### src/design/fsgs_pkg.sv
// fsgs_pkg: shared constants, beat types and control types of the falling sand grid
// used by fsgs_ctrl, fsgs_dp and falling_sand_grid_step; depends on nothing
package fsgs_pkg;

    // grid geometry
    localparam int GRID_COLS  = 64;
    localparam int GRID_ROWS  = 64;
    localparam int WORD_W     = 64;
    localparam int COL_W      = $clog2(GRID_COLS);
    localparam int ROW_W      = 6;
    localparam int CHUNK_ROWS = 8;
    localparam int CHUNK_W    = ROW_W - $clog2(CHUNK_ROWS);
    localparam int NCHUNK     = (GRID_ROWS + CHUNK_ROWS - 1) / CHUNK_ROWS;

    // side-choice lfsr
    localparam int                SEED_W     = 32;
    localparam logic [SEED_W-1:0] LFSR_TAPS  = 32'h8020_0003;
    localparam logic [SEED_W-1:0] LFSR_RESET = 32'd1;

    // rows that exist in a column word
    localparam logic [WORD_W-1:0] ROW_MASK = (GRID_ROWS >= WORD_W) ? '1 :
        WORD_W'((65'd1 << GRID_ROWS) - 65'd1);

    // request kinds
    localparam logic [1:0] REQ_PLACE   = 2'd0;
    localparam logic [1:0] REQ_ADVANCE = 2'd1;
    localparam logic [1:0] REQ_READ    = 2'd2;

    typedef struct packed {
        logic [1:0] req_type;
        logic [5:0] col_index;
        logic [5:0] row_index;
    } t_in_beat;

    typedef struct packed {
        logic [WORD_W-1:0] column_bits;
        logic [1:0]        done_kind;
    } t_out_beat;

    typedef enum logic [3:0] {
        S_IDLE,
        S_PLACE_RD,
        S_PLACE_WR,
        S_READ_RD,
        S_GEN_RD0,
        S_GEN_RD1,
        S_GEN_RD2,
        S_SCAN,
        S_FLUSH,
        S_DONE
    } t_state;

    typedef enum logic [3:0] {
        OP_IDLE,
        OP_LATCH,
        OP_REQ_READ,
        OP_PLACE_WRITE,
        OP_GEN_READ0,
        OP_GEN_READ1,
        OP_GEN_READ2,
        OP_SCAN,
        OP_FLUSH
    } t_dp_op;

    typedef struct packed {
        t_dp_op op;
        logic   load_out;
    } t_ctrl_cmd;

    typedef struct packed {
        logic scan_last;
    } t_dp_stat;

endpackage

### src/design/fsgs_ctrl.sv
// fsgs_ctrl: request sequencer of the falling sand grid
// depends on fsgs_pkg; drives fsgs_dp through command and status structs
module fsgs_ctrl (
    input  logic               i_clk,
    input  logic               i_rst_n,
    input  logic               i_in_valid,
    input  logic [1:0]         i_req_type,
    input  fsgs_pkg::t_dp_stat i_stat,
    input  logic               i_out_busy,
    output logic               o_in_ready,
    output fsgs_pkg::t_ctrl_cmd o_cmd
);

    fsgs_pkg::t_state r_state;
    fsgs_pkg::t_state n_state;

    // state register
    always_ff @(posedge i_clk) begin
        if (!i_rst_n) begin
            r_state <= fsgs_pkg::S_IDLE;
        end else begin
            r_state <= n_state;
        end
    end

    // next state
    always_comb begin
        n_state = r_state;
        case (r_state)
            fsgs_pkg::S_IDLE: begin
                if (i_in_valid) begin
                    case (i_req_type)
                        fsgs_pkg::REQ_PLACE:   n_state = fsgs_pkg::S_PLACE_RD;
                        fsgs_pkg::REQ_ADVANCE: n_state = fsgs_pkg::S_GEN_RD0;
                        fsgs_pkg::REQ_READ:    n_state = fsgs_pkg::S_READ_RD;
                        default:               n_state = fsgs_pkg::S_IDLE;
                    endcase
                end
            end
            fsgs_pkg::S_PLACE_RD: n_state = fsgs_pkg::S_PLACE_WR;
            fsgs_pkg::S_PLACE_WR: n_state = fsgs_pkg::S_DONE;
            fsgs_pkg::S_READ_RD:  n_state = fsgs_pkg::S_DONE;
            fsgs_pkg::S_GEN_RD0:  n_state = fsgs_pkg::S_GEN_RD1;
            fsgs_pkg::S_GEN_RD1:  n_state = fsgs_pkg::S_GEN_RD2;
            fsgs_pkg::S_GEN_RD2:  n_state = fsgs_pkg::S_SCAN;
            fsgs_pkg::S_SCAN: begin
                if (i_stat.scan_last) begin
                    n_state = fsgs_pkg::S_FLUSH;
                end
            end
            fsgs_pkg::S_FLUSH: n_state = fsgs_pkg::S_DONE;
            fsgs_pkg::S_DONE: begin
                if (!i_out_busy) begin
                    n_state = fsgs_pkg::S_IDLE;
                end
            end
            default: n_state = fsgs_pkg::S_IDLE;
        endcase
    end

    // command outputs
    always_comb begin
        o_in_ready     = 1'b0;
        o_cmd.op       = fsgs_pkg::OP_IDLE;
        o_cmd.load_out = 1'b0;
        case (r_state)
            fsgs_pkg::S_IDLE: begin
                o_in_ready = 1'b1;
                if (i_in_valid) begin
                    o_cmd.op = fsgs_pkg::OP_LATCH;
                end
            end
            fsgs_pkg::S_PLACE_RD: o_cmd.op = fsgs_pkg::OP_REQ_READ;
            fsgs_pkg::S_PLACE_WR: o_cmd.op = fsgs_pkg::OP_PLACE_WRITE;
            fsgs_pkg::S_READ_RD:  o_cmd.op = fsgs_pkg::OP_REQ_READ;
            fsgs_pkg::S_GEN_RD0:  o_cmd.op = fsgs_pkg::OP_GEN_READ0;
            fsgs_pkg::S_GEN_RD1:  o_cmd.op = fsgs_pkg::OP_GEN_READ1;
            fsgs_pkg::S_GEN_RD2:  o_cmd.op = fsgs_pkg::OP_GEN_READ2;
            fsgs_pkg::S_SCAN:     o_cmd.op = fsgs_pkg::OP_SCAN;
            fsgs_pkg::S_FLUSH:    o_cmd.op = fsgs_pkg::OP_FLUSH;
            fsgs_pkg::S_DONE:     o_cmd.load_out = !i_out_busy;
            default:              o_cmd.op = fsgs_pkg::OP_IDLE;
        endcase
    end

endmodule

### config.mk
export PLATFORM = sky130hd
export DESIGN_NAME = fsgs_ctrl
export DESIGN_NICKNAME = d
export VERILOG_FILES = /design/src/design/fsgs_pkg.sv /design/src/design/fsgs_ctrl.sv
export SDC_FILE = /design/constraint.sdc
export NUM_CORES = 1
export LEC_CHECK = 0
export ABC_CLOCK_PERIOD_IN_PS = 1550
export BUFFER_PORTS_ARGS = -buffer_cell sky130_fd_sc_hd__buf_2
export CAP_MARGIN = 20
export CORE_AREA = 2 2 39 41
export CTS_CLUSTER_DIAMETER = 30
export DETAILED_ROUTE_END_ITERATION = 12
export DIE_AREA = 0 0 41 43
export PLACE_DENSITY = 0.55
export REMOVE_ABC_BUFFERS = 1
export SETUP_SLACK_MARGIN = 0.4
export SLEW_MARGIN = 25
export SYNTH_ARGS = -nofsm -noshare
export SYNTH_HDL_FRONTEND = slang
export SYNTH_SLANG_ARGS = --single-unit
### constraint.sdc
create_clock -name i_clk -period 1.55 [get_ports i_clk]
set_clock_uncertainty 0.15 [all_clocks]
set_input_delay 0.0775 -clock i_clk [delete_from_list [all_inputs] [get_ports i_clk]]
set_output_delay 0.0775 -clock i_clk [all_outputs]
set_load 0.01 [all_outputs]
==> results of run 1 <==
synth_stat cells:
cell type and count:
a21oi_1 3, nor3b_1 2, o21ai_0 1, o21a_1 2, nor2b_1 2, nor4_1 1
nand2_1 3, nor3_1 3, buf_2 1, nor4bb_1 1, o41a_1 1, or2b_1 1
inv_1 2, nor4b_1 1, nor2_1 5, buf_6 1, nand2b_1 3, clkbuf_1 2
a31oi_1 1, dfxtp_1 4, and4bb_1 1, and3b_1 1, o22ai_1 1, a211oi_1 1
a211o_1 1, o21bai_1 1
metal layers:
layer	up-vias	GRT usage [%]
met5	-	0
met4	0	10.0
met3	2	1.57
met2	7	18.4
met1	197	12.2
li1	211	-
worst paths after layout:
kind / start / endpoint
min reg2reg: r_state[0] / r_state[1]
min: i_rst_n / r_state[1]
max reg2reg: r_state[2] / r_state[0]
max: r_state[2] / o_cmd[0]
power by group through the flow:
stage          registers [mW]  logic [mW]  clock network, mW
4_1_cts                 0.165       0.284              0.130
2_1_floorplan           0.163       0.124                  0
3_3_place_gp            0.151       0.222                  0
6_report                0.167       0.344              0.122
5_1_grt                 0.170       0.376              0.134
3_5_place_dp            0.153       0.224                  0
cell type report:
cell class	instances	area share, %
multi-input cells	36	47.4
repair buffers	23	28.2
flip-flops and latches	4	15.6
clock buffers	3	3.79
well taps	16	3.37
inverters	2	1.68
worst min-delay path: cells and delay by family:
kind                   cells  cell delay (ns)
buffers and inverters      2             0.18
AO/OA/AOI/OAI              1             0.09
through the flow:
stage                     std cells  utilization (%)
after global placement           73             30.2
after global routing             84             42.9
after floorplan                  42                -
final                            84             42.9
after detailed placement         73             30.2
after CTS                        81             38.6
cells by family (layout without fill, tap and decap cells):
group           Yosys count  in the layout  synth area share [%]
flops                     4              4                  23.6
compound gates           12             12                  24.4
simple gates             24             24                  42.8
buf+inv                   6             28                  9.23
what timing repair did:
action / CTS / global route
buffers inserted: 3 / 3
gates resized for setup: 18 / 10
setup endpoints to repair: 10 / 10
pin swaps: 6 / 6
cloned: 1 / 0
hold buffers: 1 / 0
endpoints found under the hold margin: 2 / 0
==> reports/metrics.csv, run 1 <==
stage,metric,value,unit
timing,min_period_over_period,89.0,%
timing,hold_violations,0,
synthesis,ys_seq_area_share,23.6,%
place,numPortBuffers,12,
pwr,clkPwrFrac,19.2,%
worst_setup_path,cp-start-kind,register,
detailed_routing,drt-wirelength-per-cell,11.9,um
timing,min_period,1.38,ns
pwr,vdd_drop_max,0.528,mV
cells_and_area,area_delta_synth_final,75.3,%
cells_and_area,drive_gt1_share,57.4,%
worst_hold_path,min_path_cells,3,
worst_setup_path,crit_path_end_kind,output pin,
clock_tree,cts_inserted_buffers,3,
worst_setup_path,path_max_fanout,4,
global_routing,grt_overflow,0,
cells_and_area,largest_reg_flops,4,
clock_tree,clk_latency,0.23,ns
synthesis,syn_inst,46,
synthesis,yosys_warnings,0,
cells_and_area,layout.nets,77,
global_routing,grt_use_total,11.5,%
timing,whs,0.0169,ns
clock_tree,cts_max_path_buffers,2,
detailed_routing,firstDrtPassIters,1,
detailed_routing,drtIter0Drc,0,
timing,worstMarginPinSlew,0.291,ns
die,coreArea,1380,um^2
worst_setup_path,reg2regPathDepth,3,
timing,max_slew_margin,80.5,%
detailed_routing,antenna_left,0,
clock_tree,numClockSinks,4,
synthesis,synth_area,339,um^2
die,ios,13,
timing,final_max_slew_viol_count,0,
worst_setup_path,path_cells,"or2b_1, nor3b_2, buf_2",
detailed_routing,drt-total-wl,1000,um
cells_and_area,diodes,0,
pwr,p_leak,0.264,nW
synthesis,syn_area_per_cell,7.37,um^2
worst_setup_path,r2r_slack,0.20,ns
timing,finalSetupViolCount,0,
place,post-dp-hpwl,635,um
pwr,power_frac_seq,26.4,%
cells_and_area,most-common-layout-cells,"12 x buf_2, 5 x buf_4, 4 x buf_6",
worst_setup_path,crit_buf_inv,1,
die,rows,14,
detailed_routing,dr_wl_met2,551,um
outcome,outcome,"complete, no violations",
die,die_x,41,um
die,die_h,43,um
detailed_routing,drcViolationCount,0,
worst_setup_path,worstPathRequired,1.32,ns
detailed_routing,m1WireLength,411,um
synthesis,synth_top_cell_by_area,dfxtp_1,
place,pre_cts_ws,0.157,ns
pwr,switching_share,35.9,%
clock_tree,clkTransAtPathRegs,0.03,ns
cells_and_area,layout_commonest_cell,buf_2,
place,place_congestion,0.748,
global_routing,grt_max_degree,14,
detailed_routing,vias,417,
die,initial_core_util,24.5,%
timing,rsz0062_at_grt,yes,
pwr,pwr-share-comb,54.4,%
clock_tree,htree_levels,1,
run,drv_cap,0,
clock_tree,cts_tree,done,
clock_tree,cts_root_buffer,clkbuf_4,
synthesis,netlist_top_cells_area,"dfxtp_1 24%, nand2b_1 5.5%, nor2_1 5.5%",
worst_setup_path,crit_family,simple AND/OR/NAND/NOR gates,
timing,final.setup.tns,0,ns
global_routing,antenna_found_initial,0,
cells_and_area,fillers,149,
detailed_routing,wl_met3,31,um
worst_setup_path,worstSetupPathType,reg2out,
detailed_routing,top_layer_used,met4,
worst_setup_path,crit_arrival,1.15,ns
synthesis,yosysTopAreaCellShare,23.6,%
global_routing,grt_pass1_vias,370,
die,die-area,1760,um^2
place,placed_area,418,um^2
synthesis,synth_seq_cells,4,
cells_and_area,final_cell_area,594,um^2
synthesis,synthDistinctLibCells,26,
worst_setup_path,cp.depth,3,
pwr,p_total,0.633,mW
detailed_routing,via_per_inst,4.96,
pwr,p_int,0.406,mW
global_routing,grt_first_pass_wirelength,1350,um
worst_hold_path,hold_class,in2reg,
cells_and_area,reg_top3,r_state (4),
pwr,p_switching,0.227,mW
pwr,p_per_area,1060,nW/um^2
worst_setup_path,cpPeakStageDelay,0.35,ns
cells_and_area,regMostFlops,r_state,
timing,setup_ws,0.171,ns
worst_setup_path,slowest_stage,dfxtp_4,
cells_and_area,multi_input_area,282,um^2
cells_and_area,final-seq-area,92.6,um^2
timing,fmax,725,MHz
Power figures use the tool's default switching activity.
==> inputs of run 2 (changes only) <==
--- a/config.mk
+++ b/config.mk
@@ -5,7 +5,7 @@
 export SDC_FILE = /design/constraint.sdc
 export NUM_CORES = 1
 export LEC_CHECK = 0
-export ABC_CLOCK_PERIOD_IN_PS = 1550
+export ABC_CLOCK_PERIOD_IN_PS = 1760
 export BUFFER_PORTS_ARGS = -buffer_cell sky130_fd_sc_hd__buf_2
 export CAP_MARGIN = 20
 export CORE_AREA = 2 2 39 41
==> constraint.sdc (replaced) <==
create_clock -name i_clk -period 1.76 [get_ports i_clk]
set_clock_uncertainty 0.15 [all_clocks]
set_input_delay 0.528 -clock i_clk [delete_from_list [all_inputs] [get_ports i_clk]]
set_output_delay 0.528 -clock i_clk [all_outputs]
set_load 0.01 [all_outputs]
==> reports/metrics.csv, run 2 (synthesized netlist as in run 1, its figures left out) <==
stage,metric,value,unit,change
outcome,outcome,"complete, but fails checks",,
outcome,failed_checks,negative setup slack,,
worst_hold_path,hold_class,in2reg,,
global_routing,antenna_found_initial,0,,unchanged
cells_and_area,stdcell_count,83,,-1.2%
worst_setup_path,r2r_end,r_state[0],,
global_routing,grt_use_total,11.9,%,+0.40 points
die,die_h,43,um,unchanged
cells_and_area,layout.nets,76,,-1.3%
timing,hold_violations,0,,unchanged
worst_setup_path,worstSetupPathType,reg2out,,
detailed_routing,antenna_left,0,,unchanged
timing,final_max_slew_viol_count,0,,unchanged
pwr,vdd_drop_max,0.316,mV,-40%
cells_and_area,area_delta_synth_final,66.4,%,
timing,rsz0062_at_grt,yes,,
die,ios,13,,unchanged
worst_setup_path,worstPathRequired,1.08,ns,-0.24 ns
cells_and_area,diodes,0,,unchanged
cells_and_area,final_cell_area,564,um^2,-5.1%
die,die_x,41,um,unchanged
detailed_routing,firstDrtPassIters,4,,+3
pwr,p_int,0.345,mW,-15%
worst_hold_path,worstHoldStart,i_rst_n,,
die,rows,14,,unchanged
pwr,p_leak,0.257,nW,-2.9%
place,placed_cells,75,,+2.7%
timing,max_slew_margin,81.2,%,+0.68 points
pwr,p_switching,0.190,mW,-17%
timing,finalSetupViolCount,5,,+5
worst_setup_path,crit_path_end_kind,output pin,,
cells_and_area,most-common-layout-cells,"12 x buf_2, 6 x buf_4, 4 x nor2_1, 4 x buf_6",,
detailed_routing,drtIter0Drc,3,,+3
worst_setup_path,reg2regPathDepth,6,,+3
global_routing,grt_max_degree,12,,-2
die,initial_core_util,24.5,%,unchanged
timing,worstMarginPinSlew,0.278,ns,-0.0132 ns
clock_tree,clk_latency,0.23,ns,about the same
worst_setup_path,rr_startpoint,r_state[3],,
clock_tree,ctsHoldBuffers,0,,-1
cells_and_area,layout_commonest_cell,buf_2,,
global_routing,busiest_layer,met2,,
clock_tree,clkTransAtPathRegs,0.04,ns,about the same
timing,setup_ws,-0.0742,ns,-0.245 ns
detailed_routing,drcViolationCount,0,,unchanged
worst_hold_path,whs_endpoint,r_state[3],,
detailed_routing,drt-wirelength-per-cell,10.6,um,-11%
worst_setup_path,crit_arrival,1.16,ns,about the same
pwr,clkPwrFrac,20.6,%,+1.4 points
global_routing,grt_use_met3,1.57,%,unchanged
global_routing,grt_overflow,0,,unchanged
cells_and_area,drive_gt1_share,53.7,%,-3.6 points
pwr,p_per_area,948,nW/um^2,-11%
timing,fmax,545,MHz,
cells_and_area,regMostFlops,r_state,,
place,placed_area,433,um^2,+3.6%
clock_tree,cts_inserted_buffers,3,,unchanged
clock_tree,htree_levels,1,,unchanged
place,post-dp-hpwl,621,um,-2.2%
cells_and_area,largest_reg_flops,4,,unchanged
global_routing,use_met1,15.1,%,+2.9 points
pwr,power_frac_seq,28.0,%,+1.6 points
run,drv_cap,0,,unchanged
timing,min_period,1.83,ns,
die,die-area,1760,um^2,unchanged
clock_tree,numClockSinks,4,,unchanged
timing,min_period_over_period,104,%,
worst_hold_path,min_path_cells,2,,-1
worst_setup_path,cp-start-kind,register,,
clock_tree,cts_max_path_buffers,2,,unchanged
detailed_routing,via_per_inst,4.71,,-5.1%
place,pre_cts_ws,0.00785,ns,-0.149 ns
detailed_routing,vias,391,,-6.2%
clock_tree,cts_root_buffer,clkbuf_4,,
cells_and_area,reg_top3,r_state (4),,
detailed_routing,drt-total-wl,878,um,-12%
pwr,pwr-share-comb,51.4,%,-3.0 points
place,place_congestion,0.674,,-9.9%
global_routing,gr-usage-met2,15.9,%,-2.5 points
worst_setup_path,path_max_fanout,4,,unchanged
die,coreArea,1380,um^2,unchanged
global_routing,grt_first_pass_wirelength,1370,um,+1.0%
place,numPortBuffers,12,,unchanged
worst_setup_path,r2r_slack,0.15,ns,-0.05 ns
global_routing,grt_pass1_vias,357,,-3.5%
clock_tree,cts_tree,done,,
pwr,switching_share,35.4,%,-0.46 points
run 2: cell types whose count changed in the layout (fill, tap and decap cells not counted), sizes merged:
cell         previous run  this run
dlygate4sd3             1         0
run 2: layout make-up:
type                       instances  area (um^2)
multi-input combinational         36          272
sequential                         4         92.6
tap                               16         20.0
inverter                           2         7.51
fill                             153          820
clock buffer                       3         22.5
timing repair buffer              22          150
run 2: per-stage QoR:
step	setup TNS (ns)	power (mW)	hold WS (ns)	utilization, %
after global routing	-0.577	0.578	0.398	40.8
after global placement	0	0.342	0.526	31.3
after CTS	-0.182	0.491	0.385	36.0
after floorplan	0	0.252	0.435	-
after detailed placement	0	0.343	0.531	31.3
final	-0.258	0.535	0.387	40.8
run 2: worst max path at each step:
stage	start	endpoint	slack, ns	depth (start not counted)
floorplan	r_state[3]	o_cmd[0]	0.08	2
global route	r_state[2]	o_cmd[4]	-0.14	3
CTS	r_state[2]	o_cmd[0]	-0.08	3
global placement	i_out_busy	o_cmd[0]	0.005	4
finish	r_state[2]	o_cmd[4]	-0.07	3
detailed placement	i_out_busy	o_cmd[0]	0.008	4
run 2: per-layer routing:
metal  routed length [um]  vias to the layer above
met5                    0                        -
met4                   10                        0
met3                   38                        2
met2                  425                        9
met1                  404                      171
li1                     -                      209
run 2: timing repair:
action / 4_1_cts / 5_1_grt
buffers inserted: 2 / 3
pin swaps: 3 / 5
endpoints found under the hold margin: 0 / 0
resized for setup: 9 / 12
endpoints found under the setup margin: 9 / 9
run 2: worst max-delay path, cell delays in order (launching register included):
cell and delay [ns]:
dfxtp_4 0.34, or2b_1 0.27, nor3_2 0.15, buf_2 0.17
run 2: power by group through the flow:
stage	sequential (mW)	clock (mW)	combinational, mW
global route	0.152	0.120	0.305
floorplan	0.143	0	0.109
detailed placement	0.137	0	0.207
global placement	0.136	0	0.205
finish	0.150	0.110	0.275
CTS	0.142	0.119	0.230
==> inputs of run 3 (changes only) <==
--- a/config.mk
+++ b/config.mk
@@ -5,7 +5,7 @@
 export SDC_FILE = /design/constraint.sdc
 export NUM_CORES = 1
 export LEC_CHECK = 0
-export ABC_CLOCK_PERIOD_IN_PS = 1760
+export ABC_CLOCK_PERIOD_IN_PS = 2000
 export BUFFER_PORTS_ARGS = -buffer_cell sky130_fd_sc_hd__buf_2
 export CAP_MARGIN = 20
 export CORE_AREA = 2 2 39 41
@@ -14,7 +14,7 @@
 export DIE_AREA = 0 0 41 43
 export PLACE_DENSITY = 0.55
 export REMOVE_ABC_BUFFERS = 1
-export SETUP_SLACK_MARGIN = 0.4
+export SETUP_SLACK_MARGIN = 0.1
 export SLEW_MARGIN = 25
 export SYNTH_ARGS = -nofsm -noshare
 export SYNTH_HDL_FRONTEND = slang
==> constraint.sdc (replaced) <==
create_clock -name i_clk -period 2 [get_ports i_clk]
set_clock_uncertainty 0.15 [all_clocks]
set_input_delay 0.6 -clock i_clk [delete_from_list [all_inputs] [get_ports i_clk]]
set_output_delay 0.6 -clock i_clk [all_outputs]
set_load 0.01 [all_outputs]
==> reports/metrics.csv, run 3 (synthesized netlist as in run 1, its figures left out) <==
stage,metric,value,unit,change
cells_and_area,largest_reg_flops,4,,unchanged
pwr,p_int,0.277,mW,-20%
timing,max_slew_margin,83.7,%,+2.5 points
clock_tree,htree_levels,1,,unchanged
timing,fmax,530,MHz,
die,ios,13,,unchanged
clock_tree,cts_root_buffer,clkbuf_4,,
outcome,outcome,"complete, no violations",,
worst_setup_path,path_cells,"or2b_1, nor3_2, buf_2",,
worst_setup_path,path_max_fanout,3,,-1
global_routing,grt_first_pass_wirelength,1360,um,-0.51%
clock_tree,numClockSinks,4,,unchanged
timing,worstMarginPinSlew,0.241,ns,-0.0369 ns
timing,hold_violations,0,,unchanged
worst_setup_path,crit_arrival,1.14,ns,-0.02 ns
cells_and_area,area_delta_synth_final,49.8,%,
detailed_routing,firstDrtPassIters,4,,unchanged
cells_and_area,diodes,0,,unchanged
die,die-area,1760,um^2,unchanged
worst_setup_path,crit_buf_inv,1,,unchanged
timing,rsz0062_at_grt,yes,,
worst_setup_path,cpPeakStageDelay,0.33,ns,about the same
clock_tree,cts_max_path_buffers,2,,unchanged
timing,final_max_slew_viol_count,0,,unchanged
timing,min_period_over_period,94.3,%,
pwr,switching_share,36.0,%,+0.53 points
global_routing,grt_max_degree,12,,unchanged
timing,finalSetupViolCount,0,,-5
worst_setup_path,cp-start-kind,register,,
worst_hold_path,hold_class,in2reg,,
worst_setup_path,worstSetupPathType,reg2out,,
worst_setup_path,crit_path_end_kind,output pin,,
clock_tree,cts_tree,done,,
timing,min_period,1.89,ns,
die,coreArea,1380,um^2,unchanged
die,initial_core_util,24.5,%,unchanged
clock_tree,clkTransAtPathRegs,0.04,ns,about the same
pwr,p_switching,0.155,mW,-18%
worst_setup_path,worstPathRequired,1.25,ns,+0.17 ns
cells_and_area,layout.nets,73,,-3.9%
timing,final.setup.tns,0,ns,+0.258 ns
place,post-dp-hpwl,618,um,-0.56%
global_routing,antenna_found_initial,0,,unchanged
clock_tree,clk_latency,0.23,ns,about the same
die,die_h,43,um,unchanged
cells_and_area,most-common-layout-cells,"12 x buf_2, 6 x buf_4, 4 x nor2_1",,
global_routing,grt_pass1_vias,356,,-0.28%
global_routing,grt_use_total,12.1,%,+0.11 points
worst_setup_path,crit_family,simple AND/OR/NAND/NOR gates,,
cells_and_area,reg_top3,r_state (4),,
pwr,vdd_drop_max,0.275,mV,-13%
pwr,clkPwrFrac,22.2,%,+1.6 points
pwr,pwr-share-comb,48.3,%,-3.1 points
detailed_routing,drt-total-wl,902,um,+2.7%
place,numPortBuffers,12,,unchanged
clock_tree,cts_inserted_buffers,3,,unchanged
detailed_routing,via_per_inst,4.81,,+2.2%
detailed_routing,drcViolationCount,0,,unchanged
cells_and_area,regMostFlops,r_state,,
detailed_routing,top_layer_used,met4,,
global_routing,grt_overflow,0,,unchanged
detailed_routing,antenna_left,0,,unchanged
die,rows,14,,unchanged
pwr,p_per_area,851,nW/um^2,-10%
pwr,power_frac_seq,29.5,%,+1.5 points
detailed_routing,dr_wl_met2,470,um,+11%
worst_setup_path,slowest_stage,dfxtp_2,,
die,die_x,41,um,unchanged
place,place_congestion,0.697,,+3.4%
detailed_routing,drtIter0Drc,2,,-1
cells_and_area,drive_gt1_share,48.4,%,-5.3 points
pwr,p_leak,0.230,nW,-10%
cells_and_area,layout_commonest_cell,buf_2,,
run,drv_cap,0,,unchanged
detailed_routing,m1WireLength,372,um,-7.9%
detailed_routing,drt-wirelength-per-cell,11.3,um,+6.6%
pwr,p_total,0.432,mW,-19%
detailed_routing,wl_met3,49,um,+29%
detailed_routing,vias,385,,-1.5%
-- run 3: cell types whose count changed in the layout (fill, tap and decap cells not counted), sizes merged --
cell | previous run | this run
buf | 22 | 19
-- run 3: power by group through the flow --
| stage | combinational, mW | clock [mW] | sequential [mW] |
|---|---|---|---|
| global placement | 0.183 | 0 | 0.117 |
| floorplan | 0.0957 | 0 | 0.126 |
| detailed placement | 0.184 | 0 | 0.118 |
| global route | 0.230 | 0.105 | 0.131 |
| finish | 0.209 | 0.0960 | 0.128 |
| CTS | 0.188 | 0.103 | 0.120 |
-- run 3: cell type report --
cell class | instances | area (um^2)
repair buffers | 19 | 116
fillers | 154 | 876
flip-flops and latches | 4 | 87.6
multi-input cells | 36 | 254
clock buffers | 3 | 22.5
inverters | 2 | 7.51
well taps | 16 | 20.0
-- run 3: what timing repair did --
| item | in CTS | in global routing |
|---|---|---|
| setup endpoints to repair | 3 | 5 |
| endpoints found under the hold margin | 0 | 0 |
| buffers inserted | 0 | 2 |
| resized for setup | 4 | 8 |
| hold buffers | 0 | 0 |
-- run 3: path summary, 6_finish.rpt --
check / startpoint / depth (start not counted) / slack [ns] / endpoint
worst min-delay path: i_rst_n / 2 / 0.47 / r_state[3]
worst min register to register: r_state[2] / 3 / 0.51 / r_state[2]
worst max-delay path: r_state[2] / 3 / 0.11 / o_cmd[4]
worst max register to register: r_state[3] / 4 / 0.50 / r_state[0]
-- run 3: layer usage --
metal  vias up  track usage (%)
li1        203                -
met1       171             13.2
met2         9             18.1
met5         -                0
met4         0             12.0
met3         2             1.57
-- run 3: through the flow --
stage          hold WS (ns)  utilization [%]  instances  cell area, um^2  setup slack, ns
4_1_cts               0.464             33.6         78              465           0.0897
3_5_place_dp          0.521             31.3         75              433           0.0931
3_3_place_gp          0.516             31.3         75              433            0.103
2_1_floorplan         0.435                -         42              315            0.207
6_report              0.468             36.7         80              508            0.115
5_1_grt               0.471             36.7         80              508           0.0581
